## src/hdl/frl_pkg.sv

```systemverilog
// Shared types, status codes and constants for the filtered recent-id list.
// Used by frl_cell and filtered_recent_id_list_top; depends on nothing else.
package frl_pkg;

   localparam int LIST_ENTRIES = 5;
   localparam int IDENT_W      = 48;
   localparam int STAMP_W      = 64;
   localparam int POS_W        = 3;
   localparam int STATUS_W     = 3;
   localparam int CSR_INDEX_W  = 2;

   localparam logic [STAMP_W-1:0] OLDEST_RESET = 64'd11505369600000000;

   localparam logic CMD_OFFER = 1'b0;
   localparam logic CMD_READ  = 1'b1;

   localparam logic [CSR_INDEX_W-1:0] CSR_NOW    = 2'd0;
   localparam logic [CSR_INDEX_W-1:0] CSR_OLDEST = 2'd1;
   localparam logic [CSR_INDEX_W-1:0] CSR_SINCE  = 2'd2;

   localparam logic [STATUS_W-1:0] ST_INSERTED     = 3'd0;
   localparam logic [STATUS_W-1:0] ST_MOVED        = 3'd1;
   localparam logic [STATUS_W-1:0] ST_REFRESHED    = 3'd2;
   localparam logic [STATUS_W-1:0] ST_NOT_NEWER    = 3'd3;
   localparam logic [STATUS_W-1:0] ST_OUT_WINDOW   = 3'd4;
   localparam logic [STATUS_W-1:0] ST_BEFORE_SINCE = 3'd5;
   localparam logic [STATUS_W-1:0] ST_EXCLUDED     = 3'd6;
   localparam logic [STATUS_W-1:0] ST_READ         = 3'd7;

   typedef struct packed {
      logic [IDENT_W-1:0] ident;
      logic [STAMP_W-1:0] stamp;
   } entry_type;

   typedef struct packed {
      logic sample;   // latch the identifier compare for a new request
      logic load;     // apply the list update for the held request
   } cell_ctl_type;

   // Identifiers whose prefix is "H", "JODI" or "SNTE" are dropped.
   function automatic logic is_excluded(input logic [IDENT_W-1:0] id);
      logic h_hit;
      logic jodi_hit;
      logic snte_hit;
      h_hit    = (id[47:40] == 8'h48);
      jodi_hit = (id[47:16] == 32'h4A4F4449);
      snte_hit = (id[47:16] == 32'h534E5445);
      return h_hit | jodi_hit | snte_hit;
   endfunction

endpackage

```

## src/hdl/frl_cell.sv

```systemverilog
// One list slot: holds an identifier and its end time, compares it with the
// incoming request and takes its neighbor's entry on a shift. Uses frl_pkg.
module frl_cell (
   input  logic                          clock,
   input  logic                          reset,
   input  frl_pkg::cell_ctl_type         ctl,
   input  frl_pkg::entry_type            nbr_entry,
   input  logic [frl_pkg::IDENT_W-1:0]   cmp_ident,
   input  logic                          none_above_in,
   output frl_pkg::entry_type            entry,
   output logic                          none_above_out,
   output logic                          first_hit
);
   import frl_pkg::*;

   entry_type entry_ff, entry_in;
   logic      match_ff, match_in;

   always_comb begin
      match_in = ctl.sample ? (entry_ff.ident == cmp_ident) : match_ff;
      // shift only while no slot nearer the head matched
      entry_in = (ctl.load && none_above_in) ? nbr_entry : entry_ff;
   end

   always_ff @(posedge clock) begin
      if (reset) begin
         entry_ff <= '0;
         match_ff <= 1'b0;
      end else begin
         entry_ff <= entry_in;
         match_ff <= match_in;
      end
   end

   assign entry          = entry_ff;
   assign none_above_out = none_above_in & ~match_ff;
   assign first_hit      = none_above_in & match_ff;

endmodule

```

## src/hdl/filtered_recent_id_list_top.sv

```systemverilog
// Flow: an accepted request is captured with its filter results, then its response is registered.
// No new request is taken while one executes or its response is held; the response register
// must drain before the next request, and the cells compare, then update.
// Reset: synchronous; clears every list slot and loads config defaults.
// Top level of the recent-id list; uses frl_pkg and a row of frl_cell.
module filtered_recent_id_list_top #(
   parameter int ENTRIES = frl_pkg::LIST_ENTRIES
) (
   input  logic                              clock,
   input  logic                              reset,
   input  logic                              csr_write_en,
   input  logic [frl_pkg::CSR_INDEX_W-1:0]   csr_index,
   input  logic [frl_pkg::STAMP_W-1:0]       csr_data,
   input  logic                              req_valid,
   output logic                              req_ready,
   input  logic                              req_cmd,
   input  logic [frl_pkg::IDENT_W-1:0]       req_ident,
   input  logic [frl_pkg::STAMP_W-1:0]       req_finish_time,
   input  logic [frl_pkg::POS_W-1:0]         req_slot,
   output logic                              rsp_valid,
   input  logic                              rsp_ready,
   output logic [frl_pkg::STATUS_W-1:0]      rsp_status,
   output logic [frl_pkg::POS_W-1:0]         rsp_position,
   output logic [frl_pkg::IDENT_W-1:0]       rsp_read_ident,
   output logic [frl_pkg::STAMP_W-1:0]       rsp_read_time
);
   import frl_pkg::*;

   localparam int READ_CELLS = (ENTRIES < 8) ? ENTRIES : 8;
   localparam logic [POS_W-1:0] LAST_POS = POS_W'(ENTRIES - 1);

   logic [STAMP_W-1:0] now_ff, now_in, oldest_ff, oldest_in, since_ff, since_in;

   logic               busy_ff, busy_in;
   logic               cmd_ff, cmd_in;
   logic [IDENT_W-1:0] ident_ff, ident_in;
   logic [STAMP_W-1:0] stamp_ff, stamp_in;
   logic [POS_W-1:0]   slot_ff, slot_in;
   logic               window_ff, window_in;
   logic               since_hit_ff, since_hit_in;
   logic               excl_ff, excl_in;
   logic               older_ff, older_in;

   logic                rsp_valid_ff, rsp_valid_in;
   logic [STATUS_W-1:0] status_ff, status_in;
   logic [POS_W-1:0]    pos_ff, pos_in;
   logic [IDENT_W-1:0]  rid_ff, rid_in;
   logic [STAMP_W-1:0]  rtime_ff, rtime_in;

   logic         accept, go;
   cell_ctl_type cell_ctl;
   entry_type    entries [ENTRIES];
   logic [ENTRIES:0]   none_above;
   logic [ENTRIES-1:0] first_hit;
   logic [POS_W-1:0]   hit_pos;
   entry_type          read_entry;

   assign req_ready = ~busy_ff & ~rsp_valid_ff;
   assign accept    = req_valid & req_ready;
   assign go        = busy_ff & (cmd_ff == CMD_OFFER) & ~window_ff & ~since_hit_ff
                      & ~excl_ff & ~older_ff;

   assign cell_ctl.sample = accept;
   assign cell_ctl.load   = go;
   assign none_above[0]   = 1'b1;

   // configuration registers
   always_comb begin
      now_in    = now_ff;
      oldest_in = oldest_ff;
      since_in  = since_ff;
      if (csr_write_en) begin
         unique case (csr_index)
            CSR_NOW:    now_in    = csr_data;
            CSR_OLDEST: oldest_in = csr_data;
            CSR_SINCE:  since_in  = csr_data;
            default: begin
            end
         endcase
      end
   end

   // capture the request and its filter results
   always_comb begin
      busy_in      = busy_ff;
      cmd_in       = cmd_ff;
      ident_in     = ident_ff;
      stamp_in     = stamp_ff;
      slot_in      = slot_ff;
      window_in    = window_ff;
      since_hit_in = since_hit_ff;
      excl_in      = excl_ff;
      older_in     = older_ff;
      if (accept) begin
         busy_in      = 1'b1;
         cmd_in       = req_cmd;
         ident_in     = req_ident;
         stamp_in     = req_finish_time;
         slot_in      = req_slot;
         window_in    = (req_finish_time > now_ff) || (req_finish_time < oldest_ff);
         since_hit_in = (req_finish_time != '0) && (req_finish_time < since_ff);
         excl_in      = is_excluded(req_ident);
         older_in     = (req_finish_time <= entries[0].stamp);
      end else if (busy_ff) begin
         busy_in = 1'b0;
      end
   end

   genvar g;
   generate
      for (g = 0; g < ENTRIES; g++) begin : g_cell
         entry_type nbr;
         if (g == 0) begin : g_head
            assign nbr.ident = ident_ff;
            assign nbr.stamp = stamp_ff;
         end else begin : g_body
            assign nbr = entries[g-1];
         end
         frl_cell u_cell (
            .clock          (clock),
            .reset          (reset),
            .ctl            (cell_ctl),
            .nbr_entry      (nbr),
            .cmp_ident      (req_ident),
            .none_above_in  (none_above[g]),
            .entry          (entries[g]),
            .none_above_out (none_above[g+1]),
            .first_hit      (first_hit[g])
         );
      end
   endgenerate

   always_comb begin
      hit_pos = '0;
      for (int i = 0; i < ENTRIES; i++) begin
         if (first_hit[i]) hit_pos = hit_pos | POS_W'(i);
      end
      read_entry = '0;
      for (int i = 0; i < READ_CELLS; i++) begin
         if (slot_ff == POS_W'(i)) read_entry = entries[i];
      end
   end

   // build the response
   always_comb begin
      rsp_valid_in = rsp_valid_ff;
      status_in    = status_ff;
      pos_in       = pos_ff;
      rid_in       = rid_ff;
      rtime_in     = rtime_ff;
      if (busy_ff) begin
         rsp_valid_in = 1'b1;
         pos_in       = '0;
         rid_in       = '0;
         rtime_in     = '0;
         priority if (cmd_ff == CMD_READ) begin
            status_in = ST_READ;
            pos_in    = slot_ff;
            rid_in    = read_entry.ident;
            rtime_in  = read_entry.stamp;
         end else if (window_ff) begin
            status_in = ST_OUT_WINDOW;
         end else if (since_hit_ff) begin
            status_in = ST_BEFORE_SINCE;
         end else if (excl_ff) begin
            status_in = ST_EXCLUDED;
         end else if (older_ff) begin
            status_in = ST_NOT_NEWER;
         end else if (first_hit[0]) begin
            status_in = ST_REFRESHED;
         end else if (none_above[ENTRIES]) begin
            status_in = ST_INSERTED;
            pos_in    = LAST_POS;
         end else begin
            status_in = ST_MOVED;
            pos_in    = hit_pos;
         end
      end else if (rsp_ready) begin
         rsp_valid_in = 1'b0;
      end
   end

   always_ff @(posedge clock) begin
      if (reset) begin
         now_ff       <= '0;
         oldest_ff    <= OLDEST_RESET;
         since_ff     <= '0;
         busy_ff      <= 1'b0;
         rsp_valid_ff <= 1'b0;
      end else begin
         now_ff       <= now_in;
         oldest_ff    <= oldest_in;
         since_ff     <= since_in;
         busy_ff      <= busy_in;
         rsp_valid_ff <= rsp_valid_in;
      end
   end

   always_ff @(posedge clock) begin
      cmd_ff       <= cmd_in;
      ident_ff     <= ident_in;
      stamp_ff     <= stamp_in;
      slot_ff      <= slot_in;
      window_ff    <= window_in;
      since_hit_ff <= since_hit_in;
      excl_ff      <= excl_in;
      older_ff     <= older_in;
      status_ff    <= status_in;
      pos_ff       <= pos_in;
      rid_ff       <= rid_in;
      rtime_ff     <= rtime_in;
   end

   assign rsp_valid      = rsp_valid_ff;
   assign rsp_status     = status_ff;
   assign rsp_position   = pos_ff;
   assign rsp_read_ident = rid_ff;
   assign rsp_read_time  = rtime_ff;

`ifndef SYNTHESIS
   a_one_first_hit: assert property (@(posedge clock) disable iff (reset)
      $onehot0(first_hit))
      else $error("more than one slot flagged as first match");
   a_busy_one_cycle: assert property (@(posedge clock) disable iff (reset)
      busy_ff |=> !busy_ff && rsp_valid_ff)
      else $error("request not completed in one execute cycle");
   a_rsp_from_busy: assert property (@(posedge clock) disable iff (reset)
      $rose(rsp_valid_ff) |-> $past(busy_ff))
      else $error("response raised without a request in flight");
   a_no_accept_pending: assert property (@(posedge clock) disable iff (reset)
      accept |-> !rsp_valid_ff && !busy_ff)
      else $error("request accepted while a response is pending");
`endif

endmodule

```

## config.mk

```make
export PLATFORM = sky130hd
export DESIGN_NAME = filtered_recent_id_list_top
export DESIGN_NICKNAME = d
export VERILOG_FILES = /design/src/hdl/frl_pkg.sv /design/src/hdl/frl_cell.sv /design/src/hdl/filtered_recent_id_list_top.sv
export SDC_FILE = /design/constraint.sdc
export NUM_CORES = 2
export LEC_CHECK = 0
export ABC_AREA = 1
export BUFFER_PORTS_ARGS = -buffer_cell sky130_fd_sc_hd__buf_4
export CORE_MARGIN = 3
export CORE_UTILIZATION = 55
export DETAILED_ROUTE_END_ITERATION = 10
export PLACE_DENSITY = 0.81
export SLEW_MARGIN = 0
export SYNTH_ARGS = -nofsm -noshare
export SYNTH_HDL_FRONTEND = slang
export SYNTH_SLANG_ARGS = --single-unit
```

## constraint.sdc

```tcl
create_clock -name clock -period 11.6 [get_ports clock]
set_input_delay 1.74 -clock clock [delete_from_list [all_inputs] [get_ports clock]]
set_output_delay 1.74 -clock clock [all_outputs]
set_load 0.01 [all_outputs]
```

==> results.py <==
metrics = {
    "worst_setup_path": {
        "cp_cell_sequence": "inv_4 > nand3_2 > nor2_4 > nand2_2 > nor2_4 > buf_12 > nand2_8 > buf_4 > buf_4 > nor2_1 > a211oi_2",
        "cp_slowest_cell": "buf_12",
        "cp-end-kind": "flip-flop",
        "critPathRequiredTime_ns": 12.10,
        "arrival_ns": 5.27,
        "path_class": "flip-flop to flip-flop",
        "cp_max_fo": 225,
        "max_stage_delay_ns": 0.71,
        "worst_path_dominant_cell_family": "buffers and inverters",
        "worstSetupStartpointType": "flip-flop",
        "cp.buffers_inverters": 4,
    },
    "final_layout": {
        "layout_commonest_cell": "a21oi_1",
        "post-route-util_pct": 63.0,
        "drive_above_1_share_pct": 11.3,
        "layout.nets": 5927,
        "final_cell_mix": "a21oi_1 (874), dfxtp_1 (758), o21ai_0 (633)",
        "syn_to_final_growth_pct": 12.8,
    },
    "job": {
        "drv_cap": 0,
    },
    "timing": {
        "finalSetupTns_ns": 0,
        "grt_setup_unrepaired": "false",
        "setup_violations": 0,
        "slew-limit-headroom_pct": 20.8,
        "finalHoldViolCount": 0,
        "period_share_pct": 41.0,
        "drv_slew": 0,
        "max_freq_mhz": 210,
        "fin_skew_ns": 0.0308,
        "period_minus_slack_ns": 4.76,
        "tightest_slew_ns": 1.19,
    },
    "synthesis": {
        "syn_area_per_cell_um2": 8.54,
        "synth.area.top_cells": "dfxtp_1 (33%), edfxtp_1 (15%), a21oi_1 (9.5%), ha_1 (6.9%), o21ai_0 (6.9%)",
        "synth_area_mm2": 0.0461,
        "synth_largest_area_cell": "dfxtp_1",
        "ys_warn_count": 0,
        "synth.distinct_cells": 46,
        "ys_seq_area_share_pct": 48.4,
        "synth.ff_latch_count": 997,
        "yosys_most_used_dff": "dfxtp_1",
        "async_reset_ff_share_pct": 0,
        "synth_cells": 5399,
        "synth_edf_count": 238,
        "synth_top_area_share_pct": 32.9,
        "syn_nets": 5840,
    },
    "clock_tree": {
        "clk_latency_ns": 0.68,
        "cts_buffer_depth": 3,
        "path_clk_slew_ns": 0.06,
        "cts_max_level": 3,
        "cts_buffers": 102,
        "cts_root_buffer": "clkbuf_16",
        "cts.sinks": 997,
        "cts_tree": "done",
        "cts_setup_buffers": 0,
        "hold_buffers": 0,
        "ctsResizeCount": 0,
    },
    "grt": {
        "grt_use_total_pct": 32.0,
        "gr-total-overflow": 0,
        "grt_pass1_wl_um": 217000,
        "grt_max_degree": 229,
        "antenna_found_initial": 10,
        "grt_pass1_vias": 37200,
    },
    "floorplanning": {
        "die_area_mm2": 0.0874,
        "start_util_pct": 55.8,
        "die_h_um": 296,
        "coreArea_mm2": 0.0826,
        "rows": 105,
        "floorplan.die.width_um": 296,
        "ioPinCount": 307,
    },
    "outcome": {
        "status": "finished, final reports clean",
    },
    "routing": {
        "drc": 0,
        "wire_per_inst_um": 21.5,
        "ant_nets": 0,
        "vias": 39800,
        "firstDrtPassIters": 6,
        "post_drt_via_cell_ratio": 5.98,
        "drtIter0Drc": 4689,
        "routed_wl_um": 143000,
    },
    "placement": {
        "gp_congestion": 1.08,
        "port_buffers": 306,
        "dp_hpwl_um": 95800,
    },
    "min_path": {
        "min_path_type": "flip-flop to flip-flop",
    },
    "power_and_ir_drop": {
        "power.share.clock_pct": 43.7,
        "internal_power_mw": 5.87,
        "power_frac_comb_pct": 8.9,
        "power.share.switching_pct": 24.6,
        "leakage_nw": 19.5,
        "p_switching_mw": 1.92,
        "p_total_mw": 7.79,
        "p_seq_share_pct": 47.4,
        "p_per_area_mw_per_mm2": 150,
        "ir_drop_mv": 0.119,
    },
}
[metrics by stage]
stage	setup slack (ns)	instances	hold WS (ns)	instance area, um^2
after floorplan	5.56	5399	0.424	46100
after global placement	7.05	6452	0.440	48500
after detailed placement	6.96	6452	0.443	48500
after CTS	6.95	6645	0.452	52000
after global routing	6.59	6649	0.475	52000
final	6.84	6654	0.450	52000
[path summary, 6_finish.rpt]
path,startpoint,endpoint,slack (ns),cells after the start
setup / recovery,cmd_ff,g_cell[3].u_cell.entry[85],6.84,11
hold / removal,now_ff[0],now_ff[0],0.45,2
setup reg to reg,cmd_ff,g_cell[3].u_cell.entry[85],6.84,11
hold reg to reg,now_ff[0],now_ff[0],0.45,2
[registers in the layout, indices dropped and copies added, names as in the netlist, 3 cells and up]
| name | cells |
|---|---|
| g_cell.u_cell.entry | 560 |
| g_cell.u_cell.match_ff | 5 |
| ident_ff | 48 |
| now_ff | 64 |
| oldest_ff | 64 |
| rsp_position | 3 |
| rsp_read_ident | 48 |
| rsp_read_time | 64 |
| rsp_status | 3 |
| since_ff | 64 |
| slot_ff | 3 |
| stamp_ff | 64 |
[tightest hold or removal path: cells and delay by family, from the launching register on]
family / cells / cell delay [ns]
DFF: 1 / 0.31
buffers and inverters: 1 / 0.05
AOI/OAI and AO/OA: 1 / 0.05
[synth_stat cells, types with 2 or more instances]
library cell	number
a211oi_1	5
a211oi_2	110
a21oi_1	874
a22o_1	2
a31oi_1	79
a41oi_1	2
buf_1	9
buf_2	85
buf_6	18
clkbuf_1	240
dfxtp_1	759
edfxtp_1	238
ha_1	254
inv_1	606
inv_2	6
nand2_1	489
nand2_2	2
nand3_1	62
nand3b_1	4
nand4_1	69
nor2_1	379
nor2_2	3
nor2_4	3
nor3_1	33
nor3b_1	2
nor4_1	2
o211ai_1	16
o21a_1	5
o21ai_0	633
o21ai_1	101
o22ai_1	162
xnor2_1	92
xor2_1	42
[final cells by class]
cell class                      instances  area (um^2)
Fill cell                            6751        30600
Sequential cell                       997        22300
Multi-Input combinational cell       3436        20000
Clock buffer                          144         2920
Timing Repair Buffer                  336         2540
Inverter                              613         2320
Tap cell                             1070         1340
Clock inverter                         49          554
Antenna cell                            9         22.5
[metal layers]
layer	track usage (%)	wire length, um
met1	41.8	56800
met2	49.0	62800
met3	6.05	13900
met4	20.1	9870
met5	0	27
[power groups by stage]
stage	registers [mW]	clock network (mW)	logic, mW
2_1_floorplan	3.78	0	0.384
6_report	3.69	3.40	0.694
5_1_grt	3.70	3.58	0.758
3_3_place_gp	3.76	0	0.655
4_1_cts	3.69	3.43	0.681
3_5_place_dp	3.77	0	0.675
[cell families after synthesis]
| logic type | count (synthesis) | synth area share (%) |
|---|---|---|
| AO/OA/AOI/OAI | 1993 | 24.3 |
| AND/OR/NAND/NOR | 1055 | 9.45 |
| flip-flops | 997 | 48.4 |
| buffers and inverters | 966 | 8.39 |
| adder cells (fa/ha/maj) | 254 | 6.89 |
| XOR/XNOR | 134 | 2.54 |
Power figures use the tool's default switching activity.
